### src/sv/pfla_pkg.sv
`timescale 1ns / 1ps
`default_nettype none

package pfla_pkg;

    // Fixed field widths of the block's ports and its free page counter.
    localparam int ADDR_W = 32;
    localparam int CNT_W = 16;
    localparam int FB_W = 28;
    localparam int STAT_W = 2;
    localparam int MODE_W = 2;
    localparam int CFG_IDX_W = 1;

    // Free byte count saturates at this value.
    localparam logic [FB_W-1:0] FB_MAX = 28'h0FFFFFFF;

    // Configuration register indexes.
    localparam logic [CFG_IDX_W-1:0] CFG_REGION_START = 1'b0;
    localparam logic [CFG_IDX_W-1:0] CFG_REGION_END = 1'b1;

    // Result status codes.
    localparam logic [STAT_W-1:0] STAT_OK = 2'd0;
    localparam logic [STAT_W-1:0] STAT_EMPTY = 2'd1;
    localparam logic [STAT_W-1:0] STAT_BAD_ADDR = 2'd2;

    // Request modes.
    typedef enum logic [MODE_W-1:0] {
        MODE_INIT  = 2'd0,
        MODE_ALLOC = 2'd1,
        MODE_FREE  = 2'd2,
        MODE_QUERY = 2'd3
    } mode_t;

    // Controller states.
    typedef enum logic [1:0] {
        ST_IDLE     = 2'd0,
        ST_EXEC     = 2'd1,
        ST_INIT     = 2'd2,
        ST_INIT_FIN = 2'd3
    } state_t;

    // Commands from the controller to the datapath.
    typedef struct packed {
        logic capture;
        logic exec_op;
        logic init_start;
        logic init_step;
        logic init_fin;
    } cmd_t;

    // Status from the datapath to the controller.
    typedef struct packed {
        logic mode_is_init;
        logic out_free;
        logic init_more;
    } stat_t;

endpackage

`default_nettype wire

### src/sv/pfla_ctrl.sv
`timescale 1ns / 1ps
`default_nettype none

module pfla_ctrl (
    input  wire logic            clk,
    input  wire logic            rst_n,
    input  wire logic            in_valid,
    output logic                 in_stall,
    input  wire pfla_pkg::stat_t stat,
    output pfla_pkg::cmd_t       cmd
);

    pfla_pkg::state_t state_reg;
    pfla_pkg::state_t state_next;

    // State register.
    always_ff @(posedge clk or negedge rst_n)
    begin
        if (!rst_n)
        begin
            state_reg <= pfla_pkg::ST_IDLE;
        end
        else
        begin
            state_reg <= state_next;
        end
    end

    // Next state and command decode.
    always_comb
    begin
        state_next = state_reg;
        cmd = '0;
        in_stall = 1'b1;
        case (state_reg)
            pfla_pkg::ST_IDLE:
            begin
                in_stall = 1'b0;
                if (in_valid)
                begin
                    cmd.capture = 1'b1;
                    state_next = pfla_pkg::ST_EXEC;
                end
            end
            pfla_pkg::ST_EXEC:
            begin
                if (stat.mode_is_init)
                begin
                    cmd.init_start = 1'b1;
                    state_next = pfla_pkg::ST_INIT;
                end
                else if (stat.out_free)
                begin
                    cmd.exec_op = 1'b1;
                    state_next = pfla_pkg::ST_IDLE;
                end
            end
            pfla_pkg::ST_INIT:
            begin
                if (stat.init_more)
                begin
                    cmd.init_step = 1'b1;
                end
                else
                begin
                    state_next = pfla_pkg::ST_INIT_FIN;
                end
            end
            pfla_pkg::ST_INIT_FIN:
            begin
                if (stat.out_free)
                begin
                    cmd.init_fin = 1'b1;
                    state_next = pfla_pkg::ST_IDLE;
                end
            end
            default:
            begin
                state_next = pfla_pkg::ST_IDLE;
            end
        endcase
    end

endmodule

`default_nettype wire

### config.mk
export PLATFORM = sky130hd
export DESIGN_NAME = pfla_ctrl
export DESIGN_NICKNAME = d
export VERILOG_FILES = /design/src/sv/pfla_pkg.sv /design/src/sv/pfla_ctrl.sv
export SDC_FILE = /design/constraint.sdc
export NUM_CORES = 1
export LEC_CHECK = 0
export BUFFER_PORTS_ARGS = -buffer_cell sky130_fd_sc_hd__buf_2
export CAP_MARGIN = 15
export CORE_AREA = 5 5 42 44
export DETAILED_ROUTE_END_ITERATION = 8
export DIE_AREA = 0 0 47 49
export GPL_ROUTABILITY_DRIVEN = 0
export HOLD_SLACK_MARGIN = 0.15
export SLEW_MARGIN = 25
export SYNTH_ARGS = -nofsm -noshare
export SYNTH_HDL_FRONTEND = slang
export SYNTH_SLANG_ARGS = --single-unit
### constraint.sdc
create_clock -name clk -period 1.05 [get_ports clk]
set_input_delay 0.21 -clock clk [delete_from_list [all_inputs] [get_ports clk]]
set_output_delay 0.21 -clock clk [all_outputs]
set_load 0.02 [all_outputs]
## Yosys cells after proc, flatten, opt, wreduce, memory -nomap -nowiden

Index checks and enable logic that the tools add are counted.

- Eq/ne operators: 5
- Muxes and demuxes: 15
- Reduce and logical (&&, ||, !) cells: 2

Operators by type and width:

| operator | count |
|---|---|
| $mux 2 | 5 |
| $mux 1 | 9 |
| $pmux 2 s4 | 1 |
| $eq 2x2->1 const B | 2 |
| $ne 2x2->1 const B | 2 |
| $eq 2x1->1 const B | 1 |
| $logic_not 2->1 | 1 |
| $reduce_and 2->1 | 1 |

- Register bits: 2
- Output and inout port bits: 6
- Word-level logic and storage cells: 23

## Logic depth before layout (Yosys ltp)

Gate-level depths: netlist of the first run.

- Depth in word-level cells: 3
- Mapped depth: 4

## Least setup slack after synthesis of the first run

Ideal clock, no wire load.

- Path type: reg-to-output
- Start point: reg state_reg[1]
- End point: out cmd[3] in the netlist's numbering
- Arrival: 0.990 ns
- Data required time: 0.840 ns
- Setup slack: -0.150 ns
- Cell stages (with the launch flop): 3
- Path through: dfrtp_1 > buf_6 > nor3_1

RTL lines:

| what | RTL line | RTL |
|---|---|---|
| start: declaration | pfla_ctrl.sv:13 | `pfla_pkg::state_t state_reg;` |
| start signal: assignment | pfla_ctrl.sv:21 | `state_reg <= pfla_pkg::ST_IDLE;` |
| start signal: assignment | pfla_ctrl.sv:25 | `state_reg <= state_next;` |
| end: declaration | pfla_ctrl.sv:10 | `output pfla_pkg::cmd_t cmd` |

==> impl_metrics.tcl, run 1 <==
set metrics [dict create \
    p_leak_nw 0.166 \
    setup_tns_ps -1090 \
    syn_area_per_cell_sq_um 8.27 \
    insertion_delay_ps 220 \
    drt-pass1-iter-count 1 \
    io_pins 12 \
    yosysWarnings 0 \
    via_per_inst 3.65 \
    die-width_microns 47 \
    overflow 0 \
    htree_levels 1 \
    grt_use_total_pct 5.36 \
    max_freq_mhz 786 \
    antenna_found_initial 0 \
    cts_sinks 2 \
    status "finished with violations" \
    cts_buffer_depth 2 \
    worst-setup-path-type "reg -> out" \
    fin_worst_skew_ps 1.05 \
    place_ws_ps -8.01 \
    ys_ff_latch 2 \
    grt_pass1_wl_microns 772 \
    grt_max_degree 7 \
    crit_path_end_kind "output pin" \
    cts-root-buf "clkbuf_4" \
    violations "negative setup slack" \
    maxSlewHeadroom_pct 91.5 \
    area_growth_pct 124 \
    critical_path_arrival_ps 1060 \
    power.density_nw_per_um2 2880 \
    start_util_pct 10.6 \
    layout.nets 44 \
    min_period_ps 1270 \
    drt_iter0_drc 0 \
    final_hold_viol_count 0 \
    routedWlPerCell_microns 9.04 \
    synthCells 18 \
    fill_cells 168 \
    critPathRequiredTime_ps 840 \
    hold_class "in -> reg" \
    slew_viol_final 0 \
    vdd_drop_max_mv 0.774 \
    path_clk_slew_ps 30 \
    rsz0062_at_grt "yes" \
    syn_area_sq_um 149 \
    fin_crit_sh_pct 121 \
    antenna_left 0 \
    antenna_cells 0 \
    cts_tree "built" \
    numCtsBuffers 3 \
    port-buffer-count 11 \
    largest_register_ffs 2 \
    tightest_slew_ps 123 \
    ys_types 14 \
    utilization_pct 23.8 \
    syn-num-nets 24 \
    setup_violations 6 \
    ys_seq_area_share_pct 33.6 \
    row_count 14 \
    drc_errors 0 \
    setup_slack_ps -223 \
    start_kind "flip-flop" \
    num_vias 190 \
    path_max_fanout 2 \
    chipHeight_microns 49 \
    dp_hpwl_microns 345 \
    core_area_sq_um 1400 \
    grt_pass1_vias 201 \
    drive_gt1_share_pct 66.7 \
    maxCapViolCount 0 \
    totalWireLength_microns 470 \
    hold_ws_ps 294 \
    die_area_sq_um 2300 \
]
-- power by group --
part           total, W  switching, W  internal [W]
clock network  0.000171     0.0000448      0.000126
logic          0.000649      0.000292      0.000356
registers      0.000144     0.0000258      0.000118
-- cell families after synthesis --
kind of cell | share of synthesized area, %
compound gates | 13.4
buf+inv | 10.1
flops | 33.6
mux | 6.72
simple gates | 36.1
-- through the flow --
step,area [sq um],cells,power (W)
CTS,322,52,0.000945
detailed placement,238,46,0.000600
floorplan,159,18,0.000477
global route,334,52,0.00105
global placement,238,46,0.000596
finish,334,52,0.000963
-- worst paths after layout --
check                           slack [ps]         start  cells past startpoint           end
worst min register to register         620  state_reg[0]                      2  state_reg[0]
worst max-delay path                  -220  state_reg[1]                      3        cmd[4]
worst max register to register          40  state_reg[1]                      4  state_reg[0]
max in group asynchronous              650         rst_n                      2  state_reg[1]
worst min-delay path                   290       stat[1]                      3  state_reg[0]
min in group asynchronous              310         rst_n                      2  state_reg[0]
-- synth_stat cells --
| library cell | number | area [sq um] |
|---|---|---|
| buf_6 | 1 | 11.3 |
| a21o_1 | 1 | 7.51 |
| mux2i_1 | 1 | 10.0 |
| o21a_1 | 1 | 7.51 |
| dfrtp_1 | 2 | 50.1 |
| nor2_1 | 1 | 3.75 |
| or2_4 | 1 | 8.76 |
| and3_1 | 1 | 6.26 |
| nor2b_1 | 1 | 6.26 |
| inv_1 | 1 | 3.75 |
| o21ai_1 | 1 | 5.00 |
| nor2_2 | 2 | 12.5 |
| nor3_1 | 1 | 5.00 |
| nand2_1 | 3 | 11.3 |
-- critical path: stages (launching register included) --
cell and delay (ps):
dfrtp_1 370, or2_4 270, nor2_4 80, buf_6 110
-- layout make-up --
cell class | count | area, sq um | share of cell area [%]
timing repair buffer | 16 | 136 | 40.8
multi-input combinational | 14 | 101 | 30.3
sequential | 2 | 50.0 | 15.0
clock buffer | 3 | 22.5 | 6.74
tap | 16 | 20.0 | 5.99
inverter | 1 | 3.75 | 1.12
-- layer usage --
| layer | part of all wire [%] | GRT usage (%) | routed length, microns |
|---|---|---|---|
| met5 | 0 | 0 | 0 |
| met4 | 5.7 | 9.68 | 27 |
| met3 | 9.8 | 1.48 | 46 |
| met2 | 41 | 6.11 | 194 |
| met1 | 43 | 5.29 | 201 |
-- placed cells by master, fill, tap and decap left out --
master	count
nor2_4	1
inv_1	1
mux2i_1	1
clkbuf_4	3
nor2_2	2
dfrtp_1	2
and3_4	1
or2_4	1
dlygate4sd3_1	1
nand2_1	3
buf_2	5
buf_4	3
buf_6	7
nor2b_1	1
a21o_1	1
o21ai_1	1
o21a_1	1
nor3_2	1
-- timing repair --
action,CTS,global route
gates resized for setup,12,3
buffers inserted,2,0
endpoints found under the hold margin,2,0
endpoints found under the setup margin,6,7
hold buffers,1,0
pin swaps,0,1
Power figures use the tool's default switching activity.
==> run 2: changes to the inputs <==
CTS_BUF_LIST = sky130_fd_sc_hd__clkbuf_8   (was unset)
clock period = 1.2 ns   (was 1.05 ns; I/O delays follow)
==> run 2 against run 1 <==
The run still ends with negative setup slack left. Critical path depth unchanged. Count of clock-buffer cells in the layout unchanged. Global-route usage increased by 0.49 points. Die area unchanged. Critical endpoint unchanged. Largest cell class unchanged.
==> impl_metrics.tcl, run 2 (synthesis gave the netlist of run 1 again) <==
set metrics [dict create \
    start_util_pct 10.6 \
    dp_hpwl_microns 368 \
    path_max_fanout 5 \
    layout.nets 45 \
    row_count 14 \
    start_kind "flip-flop" \
    overflow 0 \
    fin_crit_sh_pct 112 \
    insertion_delay_ps 210 \
    fill_cells 162 \
    crit_slowest_cell "dfrtp_2" \
    die-width_microns 47 \
    grt_max_degree 8 \
    antenna_found_initial 0 \
    setup_slack_ps -147 \
    port-buffer-count 11 \
    antenna_left 0 \
    rsz0062_at_grt "yes" \
    crit_path_cell_trace "or2_4, nor2_4, buf_6" \
    p_sw_share_pct 35.7 \
    maxSlewHeadroom_pct 92.0 \
    power_switching_w 0.000344 \
    crit_family "flip-flops" \
    core_area_sq_um 1400 \
    vdd_drop_max_mv 0.448 \
    intPower_w 0.000619 \
    drc_errors 0 \
    violations "negative setup slack" \
    antenna_cells 0 \
    htree_levels 1 \
    cts_sinks 2 \
    clkPwrFrac_pct 27.8 \
    slew_viol_final 0 \
    setup_tns_ps -581 \
    setup_violations 6 \
    drive_gt1_share_pct 75.7 \
    grt_pass1_wl_microns 807 \
    max_stage_delay_ps 430 \
    pwr-share-comb_pct 54.1 \
    cts_tree "built" \
    path_clk_slew_ps 30 \
    chipHeight_microns 49 \
    numCtsBuffers 3 \
    critPathRequiredTime_ps 960 \
    status "finished with violations" \
    p_seq_share_pct 18.2 \
    critical_path_buf_inv_count 1 \
    final_hold_viol_count 0 \
    crit_path_end_kind "output pin" \
    die_area_sq_um 2300 \
    io_pins 12 \
    mostFrequentLayoutCells "6 x buf_2, 6 x buf_4, 4 x buf_6" \
    via_per_inst 3.74 \
    drt_iter0_drc 1 \
    area_growth_pct 139 \
    worst-setup-path-type "reg -> out" \
    maxCapViolCount 0 \
    drt-pass1-iter-count 2 \
    cts_buffer_depth 2 \
    routedWlPerCell_microns 9.81 \
    hold_ws_ps 343 \
    cts-root-buf "clkbuf_8" \
    max_freq_mhz 742 \
    largest_register_ffs 2 \
    tightest_slew_ps 117 \
    fin_worst_skew_ps 0.207 \
    totalWireLength_microns 520 \
    min_period_ps 1350 \
    num_vias 198 \
    power.density_nw_per_um2 2700 \
    grt_pass1_vias 196 \
    critical_path_arrival_ps 1110 \
    grt_use_total_pct 5.84 \
    p_leak_nw 0.172 \
    hold_class "in -> async" \
]
[run 2: cell types whose count changed in the layout (fill, tap and decap cells not counted)]
cell and change:
buf_2 +1, clkbuf_8 +3, nor2_2 -2, buf_6 -3
clkbuf_4 -3, buf_4 +3, dfrtp_1 -2, nand2_2 +2
nor2_4 +1, dfrtp_2 +2, nor2_1 +1, nand2_1 -2
[run 2: timing repair]
item                                    in CTS  in global routing
pin swaps                                    1                  0
endpoints found under the setup margin       6                  6
buffers inserted                             1                  2
gates resized for setup                     10                  6
endpoints found under the hold margin        2                  0
hold buffers                                 1                  0
[run 2: worst paths after layout]
kind                         startpoint      endpoint  slack [ps]  cells after the start
max                        state_reg[0]        cmd[4]        -150                      3
min reg2reg                state_reg[0]  state_reg[1]         650                      2
min in group clk                stat[1]  state_reg[0]         340                      3
max reg2reg                state_reg[0]  state_reg[1]         250                      4
max in group asynchronous         rst_n  state_reg[0]         750                      2
min                               rst_n  state_reg[1]         340                      2
[run 2: metrics by stage]
| step | instance area [sq um] | power (W) | cells | worst slack (ps) | util, % |
|---|---|---|---|---|---|
| after global placement | 233 | 0.000506 | 46 | 32.2 | 16.6 |
| after floorplan | 154 | 0.000407 | 18 | 13.3 | - |
| after global routing | 357 | 0.00104 | 53 | -182 | 25.4 |
| after detailed placement | 233 | 0.000513 | 46 | 26.9 | 16.6 |
| after CTS | 319 | 0.000883 | 51 | -167 | 22.8 |
| final | 357 | 0.000963 | 53 | -147 | 25.4 |
[run 2: power by group through the flow]
stage / Clock, W / Sequential (W) / Combinational [W]
detailed placement: 0 / 0.000166 / 0.000347
floorplan: 0 / 0.000131 / 0.000276
CTS: 0.000281 / 0.000174 / 0.000428
global route: 0.000290 / 0.000185 / 0.000564
global placement: 0 / 0.000165 / 0.000342
finish: 0.000267 / 0.000175 / 0.000521
[run 2: layout make-up]
cell class | instances | area [sq um] | share of cell area, %
multi-input combinational | 14 | 109 | 30.5
sequential | 2 | 52.6 | 14.7
inverter | 1 | 3.75 | 1.05
clock buffer | 3 | 41.3 | 11.6
tap | 16 | 20.0 | 5.61
timing repair buffer | 17 | 130 | 36.5
[run 2: layer usage]
metal	GRT usage (%)	part of all wire [%]	up-vias
met2	6.79	50	12
met4	9.68	6.0	0
met3	2.95	14	4
met1	5.26	29	85
li1	-	-	97
met5	0	0	-
[run 2: worst register-to-register path, delay by kind of cell (launching register included)]
| kind | cells | cell delay, ps |
|---|---|---|
| simple gates | 2 | 130 |
| buf+inv | 1 | 130 |
| flops | 1 | 430 |
| compound gates | 1 | 140 |
==> run 3: changes to the inputs <==
CTS_BUF_LIST = sky130_fd_sc_hd__clkbuf_16   (was sky130_fd_sc_hd__clkbuf_8)
==> run 3 against run 2 <==
The flow still finishes with violations (negative setup slack). Critical path depth unchanged. Routed wire length up 5.6%. Via count down 1.0%.
==> impl_metrics.tcl, run 3 (synthesis gave the netlist of run 1 again) <==
set metrics [dict create \
    status "finished with violations" \
    violations "negative setup slack" \
    timing.rr.start "state_reg[0]" \
    grt_pass1_vias 195 \
    utilization_pct 28.7 \
    layout_commonest_cell "buf_2" \
    critical_path_arrival_ps 1120 \
    routedWlPerCell_microns 10.4 \
    power_switching_w 0.000385 \
    met2_usage_pct 6.56 \
    overflow 0 \
    largest_register_ffs 2 \
    grt_pass1_wl_microns 807 \
    maxSlewHeadroom_pct 92.0 \
    start_util_pct 10.6 \
    p_sw_share_pct 31.2 \
    fin_worst_skew_ps 0.550 \
    grt_max_degree 8 \
    dp_hpwl_microns 368 \
    antenna_cells 0 \
    min_period_ps 1360 \
    reg2regPathDepth 4 \
    insertion_delay_ps 220 \
    port-buffer-count 11 \
    path_max_fanout 7 \
    htree_levels 1 \
    antenna_left 0 \
    rsz0062_at_grt "yes" \
    cts_sinks 2 \
    pwr-share-comb_pct 44.6 \
    place_ws_ps 26.9 \
    drive_gt1_share_pct 78.4 \
    p_seq_share_pct 14.5 \
    multi_input_area_sq_um 116 \
    r2r_end "state_reg[1]" \
    start_kind "flip-flop" \
    cts-root-buf "clkbuf_16" \
    mostFrequentLayoutCells "6 x buf_2, 5 x buf_6, 5 x buf_4" \
    area_growth_pct 170 \
    tightest_slew_ps 116 \
    setup_violations 6 \
    die_area_sq_um 2300 \
    totalWireLength_microns 549 \
    hold_class "in -> async" \
    grt_use_total_pct 5.84 \
    die-width_microns 47 \
    chipHeight_microns 49 \
    row_count 14 \
    drt-pass1-iter-count 2 \
    slew_viol_final 0 \
    path_clk_slew_ps 30 \
    layout.nets 45 \
    regArea_sq_um 52.6 \
    drt_iter0_drc 1 \
    core_area_sq_um 1400 \
    num_vias 196 \
    intPower_w 0.000847 \
    io_pins 12 \
    vdd_drop_max_mv 0.570 \
    hold_ws_ps 333 \
    p_leak_nw 0.193 \
    setup_tns_ps -648 \
    fill_cells 165 \
    via_per_inst 3.70 \
    drc_errors 0 \
    grt_most_used_layer "met4" \
    power.density_nw_per_um2 3070 \
    fin_crit_sh_pct 114 \
    place_area_sq_um 233 \
    rrSetupSlack_ps 290 \
    critPathRequiredTime_ps 960 \
    cts_tree "built" \
    worst-setup-path-type "reg -> out" \
    numCtsBuffers 3 \
    maxCapViolCount 0 \
    use_met3_pct 2.95 \
    setup_slack_ps -163 \
    stdcell_area_sq_um 402 \
    cts_buffer_depth 2 \
    final_hold_viol_count 0 \
    use_met1_pct 5.48 \
    max_freq_mhz 734 \
    clkPwrFrac_pct 40.8 \
    antenna_found_initial 0 \
    crit_path_end_kind "output pin" \
]
## run 3: cell counts in the layout (fill, tap and decap cells not counted)
Identical to the previous run, type by type.
## run 3: worst max-delay path by stage
stage / start / end / slack [ps] / depth (start not counted)
finish: state_reg[1] / cmd[4] / -160 / 3
global route: state_reg[1] / cmd[4] / -190 / 3
CTS: state_reg[1] / cmd[4] / -180 / 3
detailed placement: state_reg[1] / cmd[4] / 30 / 3
global placement: state_reg[1] / cmd[4] / 30 / 3
floorplan: state_reg[1] / cmd[4] / 10 / 3
## run 3: worst max-delay path, cell delays in order, from the launching register on
cell     delay, ps
dfrtp_2        450
or2_4          260
nor2_4          80
buf_6          110
## run 3: power by group through the flow
stage	combinational, W	sequential [W]	clock [W]
final	0.000550	0.000179	0.000503
after CTS	0.000444	0.000177	0.000514
after global routing	0.000591	0.000189	0.000523
after floorplan	0.000276	0.000131	0
after global placement	0.000342	0.000165	0
after detailed placement	0.000347	0.000166	0
## run 3: timing repair
| item | CTS | global route |
|---|---|---|
| hold buffers | 1 | 0 |
| setup endpoints to repair | 6 | 6 |
| buffers inserted | 1 | 2 |
| hold endpoints to repair | 2 | 0 |
| pin swaps | 2 | 0 |
| resized for setup | 12 | 7 |
## run 3: area by class of cell
class,instances,share of cell area (%)
Clock buffer,3,18.7
Inverter,1,0.935
Multi-Input combinational cell,14,29.0
Sequential cell,2,13.1
Tap cell,16,4.98
Timing Repair Buffer,17,33.3
## run 3: layer usage
| layer | vias up | wire length (microns) | share of wire, % |
|---|---|---|---|
| li1 | 96 | - | - |
| met1 | 82 | 165 | 30 |
| met2 | 13 | 264 | 48 |
| met3 | 5 | 76 | 14 |
| met4 | 0 | 42 | 7.7 |
| met5 | - | 0 | 0 |
## run 3: per-stage QoR
step | std cells | total power (W)
finish | 53 | 0.00123
global route | 53 | 0.00130
CTS | 51 | 0.00113
detailed placement | 46 | 0.000513
global placement | 46 | 0.000506
floorplan | 18 | 0.000407
